==> src/hdl/assert_macros.svh <==
// Assertion macros shared by the averager modules.
`ifndef ASSERT_MACROS_SVH
`define ASSERT_MACROS_SVH
// Antecedent implies consequent in the same cycle.
`define VNA_ASSERT_SAME(label, clk, rst_n, ante, cons) \
	label: assert property (@(posedge clk) disable iff (!rst_n) (ante) |-> (cons)) \
		else $error("vna assertion failed");
// Antecedent implies consequent in the next cycle.
`define VNA_ASSERT_NEXT(label, clk, rst_n, ante, cons) \
	label: assert property (@(posedge clk) disable iff (!rst_n) (ante) |=> (cons)) \
		else $error("vna assertion failed");
`endif

==> src/hdl/vna_pkg.sv <==
// Types and constants of the vertex normal averager.
package vna_pkg;

	localparam int IDX_W  = 6;
	localparam int POS_W  = 16;
	localparam int EDGE_W = 17;
	localparam int CNT_W  = 7;
	localparam int SUM_W  = 24;
	localparam int NRM_W  = 16;
	localparam int MAG_W  = 36;
	localparam int NMAG_W = 30;
	localparam int OPR_W  = 31;
	localparam int PRD_W  = 62;
	localparam int SQ_W   = 62;
	localparam int RT_W   = 64;
	localparam int LEN_W  = 31;
	localparam int NUM_W  = 45;
	localparam int REM_W  = 32;
	localparam int QUO_W  = 16;
	localparam int UNIT   = 16384;

	localparam logic [1:0] MODE_LOAD = 2'd0;
	localparam logic [1:0] MODE_TRI  = 2'd1;
	localparam logic [1:0] MODE_FIN  = 2'd2;

	// Multiplier step codes: six cross product terms, then three squares.
	localparam logic [3:0] MUL_CR0_P = 4'd0;
	localparam logic [3:0] MUL_CR0_N = 4'd1;
	localparam logic [3:0] MUL_CR1_P = 4'd2;
	localparam logic [3:0] MUL_CR1_N = 4'd3;
	localparam logic [3:0] MUL_CR2_P = 4'd4;
	localparam logic [3:0] MUL_CR2_N = 4'd5;
	localparam logic [3:0] MUL_SQ_X  = 4'd6;
	localparam logic [3:0] MUL_SQ_Y  = 4'd7;
	localparam logic [3:0] MUL_SQ_Z  = 4'd8;

	localparam logic [4:0] SQRT_STEPS = 5'd31;
	localparam logic [4:0] DIV_STEPS  = 5'd15;
	localparam logic [4:0] CROSS_LAST = 5'd5;
	localparam logic [4:0] SQ_LAST    = 5'd2;

	typedef enum logic [4:0] {
		ST_IDLE, ST_RDA, ST_RDB, ST_RDC, ST_CAPC, ST_EDGE, ST_CROSS, ST_CROSS_W,
		ST_LDV, ST_MAX, ST_NORM, ST_SQ, ST_SQ_W, ST_SQRT_I, ST_SQRT,
		ST_DIV_I, ST_DIV_S, ST_DIV_ST, ST_ACC_RD, ST_ACC_WR, ST_FIN_RD, ST_OUT
	} state_t;

	typedef struct packed {
		logic             accept;
		logic             pos_we;
		logic [1:0]       pos_rd_sel;
		logic             pos_rd;
		logic             cap_a;
		logic             cap_b;
		logic             cap_c;
		logic             edge_en;
		logic             mul_go;
		logic [3:0]       mul_sel;
		logic             load_vec;
		logic             load_sum;
		logic             max_en;
		logic             norm_step;
		logic             sqrt_init;
		logic             sqrt_step;
		logic             div_init;
		logic             div_step;
		logic             div_store;
		logic [1:0]       comp;
		logic             sum_rd;
		logic             sum_we;
		logic             sum_clear;
		logic             use_vertex;
		logic [IDX_W-1:0] vertex;
		logic             out_load;
		logic             out_last;
	} cmd_t;

	typedef struct packed {
		logic [1:0] mode;
		logic       load_ok;
		logic       tri_ok;
		logic       zero;
		logic       norm_done;
		logic       out_free;
	} sts_t;

endpackage

==> src/hdl/vna_ctrl.sv <==
// Controller: sequences loads, triangle accumulation and the finish run.
`include "assert_macros.svh"
module vna_ctrl #(
	parameter int MAX_VERTICES = 64
) (
	input  logic                      clk,
	input  logic                      arst_n,
	input  logic                      in_valid,
	output logic                      in_ready,
	input  logic                      cfg_we,
	input  logic [vna_pkg::CNT_W-1:0] cfg_wdata,
	input  vna_pkg::sts_t             sts,
	output vna_pkg::cmd_t             cmd
);
	vna_pkg::state_t st_q, st_d;
	logic [4:0] step_q, step_d;
	logic [1:0] comp_q, comp_d;
	logic       fin_q, fin_d;
	logic [vna_pkg::IDX_W-1:0] vidx_q, vidx_d;
	logic [vna_pkg::CNT_W-1:0] vcount_q, cnt;
	logic       is_last;

	// Vertex count register, saturated to the store depth when used.
	always_ff @(posedge clk or negedge arst_n) begin
		if (!arst_n) begin
			vcount_q <= vna_pkg::CNT_W'(64);
		end else if (cfg_we) begin
			vcount_q <= cfg_wdata;
		end
	end
	assign cnt = (vcount_q > vna_pkg::CNT_W'(MAX_VERTICES)) ?
		vna_pkg::CNT_W'(MAX_VERTICES) : vcount_q;
	assign is_last = ({1'b0, vidx_q} + vna_pkg::CNT_W'(1)) == cnt;

	// State register.
	always_ff @(posedge clk or negedge arst_n) begin
		if (!arst_n) begin
			st_q   <= vna_pkg::ST_IDLE;
			step_q <= '0;
			comp_q <= '0;
			fin_q  <= 1'b0;
			vidx_q <= '0;
		end else begin
			st_q   <= st_d;
			step_q <= step_d;
			comp_q <= comp_d;
			fin_q  <= fin_d;
			vidx_q <= vidx_d;
		end
	end

	// Next state and commands.
	always_comb begin
		st_d     = st_q;
		step_d   = step_q;
		comp_d   = comp_q;
		fin_d    = fin_q;
		vidx_d   = vidx_q;
		in_ready = 1'b0;
		cmd      = '0;
		cmd.comp   = comp_q;
		cmd.vertex = vidx_q;
		cmd.mul_sel = vna_pkg::MUL_CR0_P;
		case (st_q)
			vna_pkg::ST_IDLE: begin
				in_ready   = 1'b1;
				cmd.accept = in_valid;
				if (in_valid) begin
					case (sts.mode)
						vna_pkg::MODE_LOAD: cmd.pos_we = sts.load_ok;
						vna_pkg::MODE_TRI: begin
							if (sts.tri_ok) begin
								fin_d = 1'b0;
								st_d  = vna_pkg::ST_RDA;
							end
						end
						vna_pkg::MODE_FIN: begin
							if (cnt == '0) begin
								cmd.sum_clear = 1'b1;
							end else begin
								fin_d  = 1'b1;
								vidx_d = '0;
								st_d   = vna_pkg::ST_FIN_RD;
							end
						end
						default: ;
					endcase
				end
			end
			vna_pkg::ST_RDA: begin
				cmd.pos_rd = 1'b1;
				cmd.pos_rd_sel = 2'd0;
				st_d = vna_pkg::ST_RDB;
			end
			vna_pkg::ST_RDB: begin
				cmd.pos_rd = 1'b1;
				cmd.pos_rd_sel = 2'd1;
				cmd.cap_a = 1'b1;
				st_d = vna_pkg::ST_RDC;
			end
			vna_pkg::ST_RDC: begin
				cmd.pos_rd = 1'b1;
				cmd.pos_rd_sel = 2'd2;
				cmd.cap_b = 1'b1;
				st_d = vna_pkg::ST_CAPC;
			end
			vna_pkg::ST_CAPC: begin
				cmd.cap_c = 1'b1;
				st_d = vna_pkg::ST_EDGE;
			end
			vna_pkg::ST_EDGE: begin
				cmd.edge_en = 1'b1;
				step_d = '0;
				st_d = vna_pkg::ST_CROSS;
			end
			// Six products, each added to or subtracted from its component.
			vna_pkg::ST_CROSS: begin
				cmd.mul_go  = 1'b1;
				cmd.mul_sel = step_q[3:0];
				step_d = step_q + 5'd1;
				if (step_q == vna_pkg::CROSS_LAST) st_d = vna_pkg::ST_CROSS_W;
			end
			vna_pkg::ST_CROSS_W: st_d = vna_pkg::ST_LDV;
			vna_pkg::ST_LDV: begin
				cmd.load_vec = 1'b1;
				cmd.load_sum = fin_q;
				st_d = vna_pkg::ST_MAX;
			end
			vna_pkg::ST_MAX: begin
				cmd.max_en = 1'b1;
				st_d = vna_pkg::ST_NORM;
			end
			vna_pkg::ST_NORM: begin
				step_d = '0;
				if (sts.zero) begin
					st_d = fin_q ? vna_pkg::ST_OUT : vna_pkg::ST_IDLE;
				end else if (sts.norm_done) begin
					st_d = vna_pkg::ST_SQ;
				end else begin
					cmd.norm_step = 1'b1;
				end
			end
			vna_pkg::ST_SQ: begin
				cmd.mul_go  = 1'b1;
				cmd.mul_sel = vna_pkg::MUL_SQ_X + step_q[3:0];
				step_d = step_q + 5'd1;
				if (step_q == vna_pkg::SQ_LAST) st_d = vna_pkg::ST_SQ_W;
			end
			vna_pkg::ST_SQ_W: st_d = vna_pkg::ST_SQRT_I;
			vna_pkg::ST_SQRT_I: begin
				cmd.sqrt_init = 1'b1;
				step_d = '0;
				st_d = vna_pkg::ST_SQRT;
			end
			vna_pkg::ST_SQRT: begin
				cmd.sqrt_step = 1'b1;
				step_d = step_q + 5'd1;
				if (step_q == vna_pkg::SQRT_STEPS) begin
					comp_d = '0;
					st_d = vna_pkg::ST_DIV_I;
				end
			end
			vna_pkg::ST_DIV_I: begin
				cmd.div_init = 1'b1;
				step_d = '0;
				st_d = vna_pkg::ST_DIV_S;
			end
			vna_pkg::ST_DIV_S: begin
				cmd.div_step = 1'b1;
				step_d = step_q + 5'd1;
				if (step_q == vna_pkg::DIV_STEPS) st_d = vna_pkg::ST_DIV_ST;
			end
			vna_pkg::ST_DIV_ST: begin
				cmd.div_store = 1'b1;
				if (comp_q == 2'd2) begin
					comp_d = '0;
					st_d = fin_q ? vna_pkg::ST_OUT : vna_pkg::ST_ACC_RD;
				end else begin
					comp_d = comp_q + 2'd1;
					st_d = vna_pkg::ST_DIV_I;
				end
			end
			// Corner sums are updated one after another so a repeated corner adds twice.
			vna_pkg::ST_ACC_RD: begin
				cmd.sum_rd = 1'b1;
				st_d = vna_pkg::ST_ACC_WR;
			end
			vna_pkg::ST_ACC_WR: begin
				cmd.sum_we = 1'b1;
				if (comp_q == 2'd2) begin
					comp_d = '0;
					st_d = vna_pkg::ST_IDLE;
				end else begin
					comp_d = comp_q + 2'd1;
					st_d = vna_pkg::ST_ACC_RD;
				end
			end
			vna_pkg::ST_FIN_RD: begin
				cmd.sum_rd = 1'b1;
				cmd.use_vertex = 1'b1;
				st_d = vna_pkg::ST_LDV;
			end
			vna_pkg::ST_OUT: begin
				if (sts.out_free) begin
					cmd.out_load = 1'b1;
					cmd.out_last = is_last;
					if (is_last) begin
						cmd.sum_clear = 1'b1;
						st_d = vna_pkg::ST_IDLE;
					end else begin
						vidx_d = vidx_q + 6'd1;
						st_d = vna_pkg::ST_FIN_RD;
					end
				end
			end
			default: st_d = vna_pkg::ST_IDLE;
		endcase
	end

	`VNA_ASSERT_SAME(a_last_clears, clk, arst_n, cmd.out_load && cmd.out_last, cmd.sum_clear)
	`VNA_ASSERT_SAME(a_we_not_clear, clk, arst_n, cmd.sum_we, !cmd.sum_clear)
	`VNA_ASSERT_NEXT(a_tri_starts, clk, arst_n,
		cmd.accept && sts.mode == vna_pkg::MODE_TRI && sts.tri_ok, st_q == vna_pkg::ST_RDA)
endmodule

==> config.mk <==
export PLATFORM = sky130hd
export DESIGN_NAME = vna_ctrl
export DESIGN_NICKNAME = d
export VERILOG_FILES = /design/src/hdl/vna_pkg.sv /design/src/hdl/vna_ctrl.sv
export VERILOG_INCLUDE_DIRS = /design/src /design/src/hdl
export SDC_FILE = /design/constraint.sdc
export NUM_CORES = 1
export LEC_CHECK = 0
export BUFFER_PORTS_ARGS = -buffer_cell sky130_fd_sc_hd__buf_2
export CORE_MARGIN = 3
export CORE_UTILIZATION = 49
export DETAILED_ROUTE_END_ITERATION = 12
export PLACE_DENSITY = 0.76
export SKIP_LAST_GASP = 1
export SLEW_MARGIN = 25
export SYNTH_ARGS = -nofsm -noshare
export SYNTH_HDL_FRONTEND = slang
export SYNTH_SLANG_ARGS = --single-unit
==> constraint.sdc <==
create_clock -name clk -period 2 [get_ports clk]
set_input_delay 0.1 -clock clk [delete_from_list [all_inputs] [get_ports clk]]
set_output_delay 0.1 -clock clk [all_outputs]
set_load 0.02 [all_outputs]
---- Yosys cells after proc, flatten, opt, wreduce, memory -nomap -nowiden ----
Cells that the tools add are included.
storage, ports and cells
  register bits after elaboration ......... 26
  input bits .............................. 18
  output and inout port bits .............. 38
  logic and storage cells ................. 134
operators by class
  $add $sub $neg .......................... 5
  $lt $le $gt $ge ......................... 1
  eq/ne operators ......................... 44
  multiplexer cells ....................... 62
  reduce and logical (&&, ||, !) cells .... 16
operators by type and width
  operator                                                                number
  5-bit case mux with 21 select lines                                     1
  5-bit two-way mux                                                       14
  5-bit by 4-bit equality test with 1-bit output (second input constant)  9
  5-bit equality test (second input constant)                             7
  6-bit two-way mux                                                       5
  5-bit case mux with 2 select lines                                      3
  1-bit two-way mux                                                       26
  5-bit by 3-bit equality test with 1-bit output (second input constant)  5
  2-bit inequality test (second input constant)                           10
  5-bit by 2-bit equality test with 1-bit output (second input constant)  3
  2-bit two-way mux                                                       6
  6-bit case mux with 2 select lines                                      1
  10-bit AND reduction                                                    1
  3-bit inequality test (second input constant)                           3
  3-bit case mux with 3 select lines                                      1
  2-bit nonzero test                                                      4
  4-bit OR reduction                                                      2
  6-bit by 1-bit adder with 7-bit output (second input constant)          1
  7-bit equality test                                                     1
  7-bit greater-than comparator (second input constant)                   1
  7-bit logical NOT                                                       1
  7-bit two-way mux                                                       1
  6-bit by 1-bit adder with 6-bit output (second input constant)          1
  6-bit AND reduction                                                     1
  16 further kinds                                                        20

---- Depth between registers and ports, before layout ----
  word-level depth ........................ 7
  mapped depth ............................ 9

---- Least setup slack after synthesis ----
OpenSTA, ideal clock, no wires.
  path type ............................... register -> output
  start ................................... register vidx_q[0] in the netlist's numbering
  end ..................................... output cmd[9] in the netlist's numbering
  data arrival time ....................... 2.316 ns
  required time ........................... 1.900 ns
  path slack .............................. -0.416 ns
  cell stages (with the launch flop) ...... 9
  path buffers ............................ 1
  cell sequence ........................... dfrtp_1 -> ha_1 -> nand3_2 -> xnor2_2 -> or3_1 -> mux2i_1 -> o21ai_4 -> buf_6 -> o22ai_1
RTL lines
  what                    RTL line        source
  start, declared         vna_ctrl.sv:19  logic [vna_pkg::IDX_W-1:0] vidx_q, vidx_d;
  start signal, assigned  vna_ctrl.sv:48  vidx_q <= vidx_d;
  end, declared           vna_ctrl.sv:13  output vna_pkg::cmd_t cmd

==> impl_metrics.yaml <==
outcome:
  status: "finished with violations"
  violations: "negative setup slack"
global_route:
  antenna_found_initial: 0
  grt_pass1_vias: 2408
  grt_pass1_wl_mm: 11.27
  grt_util_all_layers: 0.2579
  overflow: 0
  grt_max_degree: 28
final_layout:
  fin_area_um2: 3292
  drive_above_1_share: 0.4531
  diodes: 0
  post-route-util: 0.7457
  syn2layout_area_growth_pct: 45.04
  nets: 414
placement:
  portBuffers: 55
  place_ws_ns: -0.1805
  placed_area_um2: 2905
  hpwl_mm: 5.006
  gp_congestion: 0.8854
synthesis:
  synth_edf_count: 0
  syn_inst: 278
  syn_avg_cell_area_um2: 8.164
  ys_top_cells_by_count: "32 x nor2_1, 30 x nand2_1, 25 x dfrtp_1"
  yosysUniqueCellTypes: 66
  seq_area_frac_synth: 0.2872
  synth-async-reset-ratio: 1.000
  synthFlopType: "dfrtp_1"
  syn-cell-area_um2: 2270
  synthTopCellsByArea: "dfrtp_1 28%, ha_1 6.1%, nor2_1 5.3%"
  synth_top_area_frac: 0.2756
  synth_fp_nets: 307
  synth_top_cell_by_area: "dfrtp_1"
  ys_ff_latch: 26
  synth_warnings: 0
  yosysMostFrequentCell: "nor2_1"
critical_path:
  cp_slowest_stage_delay_ns: 0.41
  crit_path_start: "vidx_q[1]"
  slowest_stage: "dfrtp_2"
  critical_path.cell_chain: "ha_4, nand3_4, xnor2_4, or3_1, mux2i_2, o21ai_4, o22ai_2, buf_6"
  reg2reg_from: "vidx_q[1]"
  cp_num_buf_inv: 1
  startpoint_type: "flop"
  cp.arrival_ns: 2.16
  required_ns: 1.90
  path_max_fanout: 5
  crit_path_end_kind: "primary output"
  path_class: "reg -> out"
  crit_family: "simple AND/OR/NAND/NOR gates"
clocking:
  cts_sinks: 26
  worst_skew_pair.late_latency_ns: 0.27
  cts_tree: "yes"
  htreeDepth: 1
  numCtsBuffers: 3
  cts_buffer_depth: 2
  path_clk_slew_ns: 0.10
  clockRootBuffer: "clkbuf_8"
die:
  core_area_um2: 4414
  num_rows: 24
  ios: 56
  die_y_um: 74.06
  die_w_um: 74.06
  dieArea_um2: 5485
  start_util: 0.5142
power_and_ir_drop:
  leakagePower_nw: 1.594
  power_density_nw_per_um2: 1372
  ir_drop_uv: 991.5
routing:
  num_vias: 2555
  ant_nets: 0
  drtIter0Drc: 206
  route.detailed.drc: 0
  drt_wl_total_mm: 7.254
  wl_per_cell_um: 16.64
  via_per_inst: 5.860
  dr.pass1.iters: 4
timing:
  worst_pin_slew_ns: 0.6269
  timing.final.crit_share: 1.130
  drv_slew: 0
  layout_min_cycle_time_ns: 2.260
  finalHoldViolations: 0
  fmax_mhz: 442.4
  final.setup_skew_ns: 0.007417
  finalWorstSetupSlack_ns: -0.2605
  slew_headroom: 0.5821
  finalSetupViolations: 10
  rsz0062_at_grt: "yes"
min_path:
  hold_start: "cfg_wdata[1]"
  hold_path_class: "in -> reg"
run:
  drv_cap: 0
==> kinds of logic (layout without fill, tap and decap cells) <==
family                     Yosys count  after routing  share of synthesized area
AOI/OAI and AO/OA                   61             61                     0.1869
xor gates and xnor gates             9              9                    0.04465
adders and majority gates           11             11                    0.06064
buffers and inverters               32            138                    0.06560
DFF                                 26             26                     0.2872
muxes                               10             10                    0.05017
and+or+nand+nor                    129            129                     0.3048
==> flip-flops by register name, indices dropped and copies added, names as in the netlist <==
| name | cells |
|---|---|
| comp_q | 2 |
| fin_q | 1 |
| st_q | 5 |
| step_q | 5 |
| vcount_q | 7 |
| vidx_q | 6 |
==> metal layers <==
| layer | GRT usage | up-vias | routed length (um) |
|---|---|---|---|
| li1 | - | 1204 | - |
| met1 | 0.3361 | 1239 | 3092 |
| met2 | 0.4439 | 104 | 3663 |
| met3 | 0.03378 | 8 | 426 |
| met4 | 0.07847 | 0 | 72 |
| met5 | 0 | - | 0 |
==> power by group <==
| group | switching [mW] | internal [mW] |
|---|---|---|
| combinational | 1.64 | 1.49 |
| sequential | 0.253 | 0.698 |
| clock | 0.176 | 0.268 |
==> placed cells by master, fill, tap and decap left out, drive strengths merged, types with 2 or more instances in the layout <==
cell,Yosys,final
inv,14,14
buf,10,118
a22oi,2,2
ha,11,11
mux2i,2,2
a32o,2,2
nand4b,5,5
nand4,2,2
xnor2,3,3
nand3,10,10
or3,3,3
clkbuf,8,4
o22a,2,2
nor3,11,11
o211ai,3,3
o22ai,5,5
dfrtp,25,25
xor2,5,5
a21oi,6,6
nand2b,8,8
and3,5,5
o21ai,21,21
or2,2,2
nor4,2,2
nor4b,3,3
o31ai,3,3
nor2b,4,4
and2,5,5
nand2,30,30
a31oi,3,3
a211oi,3,3
mux2,8,8
nor2,34,34
==> area by class of cell <==
type,count,area (um2)
clock inverter,1,30.03
clock buffer,3,41.29
sequential,26,663.1
inverter,14,52.55
fill,320,1122
multi-input combinational,220,1617
tap,52,65.06
timing repair buffer,120,823.3
==> repair_timing <==
| item | in CTS | in global routing |
|---|---|---|
| buffers inserted | 5 | 14 |
| gates resized for setup | 13 | 22 |
| cloned | 0 | 1 |
| hold buffers | 1 | 0 |
| pin swaps | 4 | 12 |
| setup endpoints to repair | 14 | 17 |
| hold endpoints to repair | 25 | 0 |
==> final timing paths <==
| check | slack, ns | end | cells after the start |
|---|---|---|---|
| worst min register to register | 0.53 | comp_q[0] | 1 |
| worst max register to register | -0.23 | vidx_q[2] | 9 |
| worst max-delay path | -0.26 | cmd[9] | 8 |
| min in group asynchronous | 0.37 | vcount_q[1] | 2 |
| max in group asynchronous | 1.17 | vidx_q[2] | 2 |
| worst min-delay path | 0.05 | vcount_q[1] | 2 |
==> per-stage QoR <==
stage	hold WS (ns)	setup TNS, ns	cells	total power, mW
global route	0.04816	-2.608	436	4.798
finish	0.05082	-1.871	436	4.517
global placement	0.1362	-0.04195	411	3.493
detailed placement	0.1504	-0.8062	411	3.557
CTS	0.04307	-1.287	421	4.115
floorplan	-0.1956	-0.2442	278	2.584
Power figures use the tool's default switching activity.
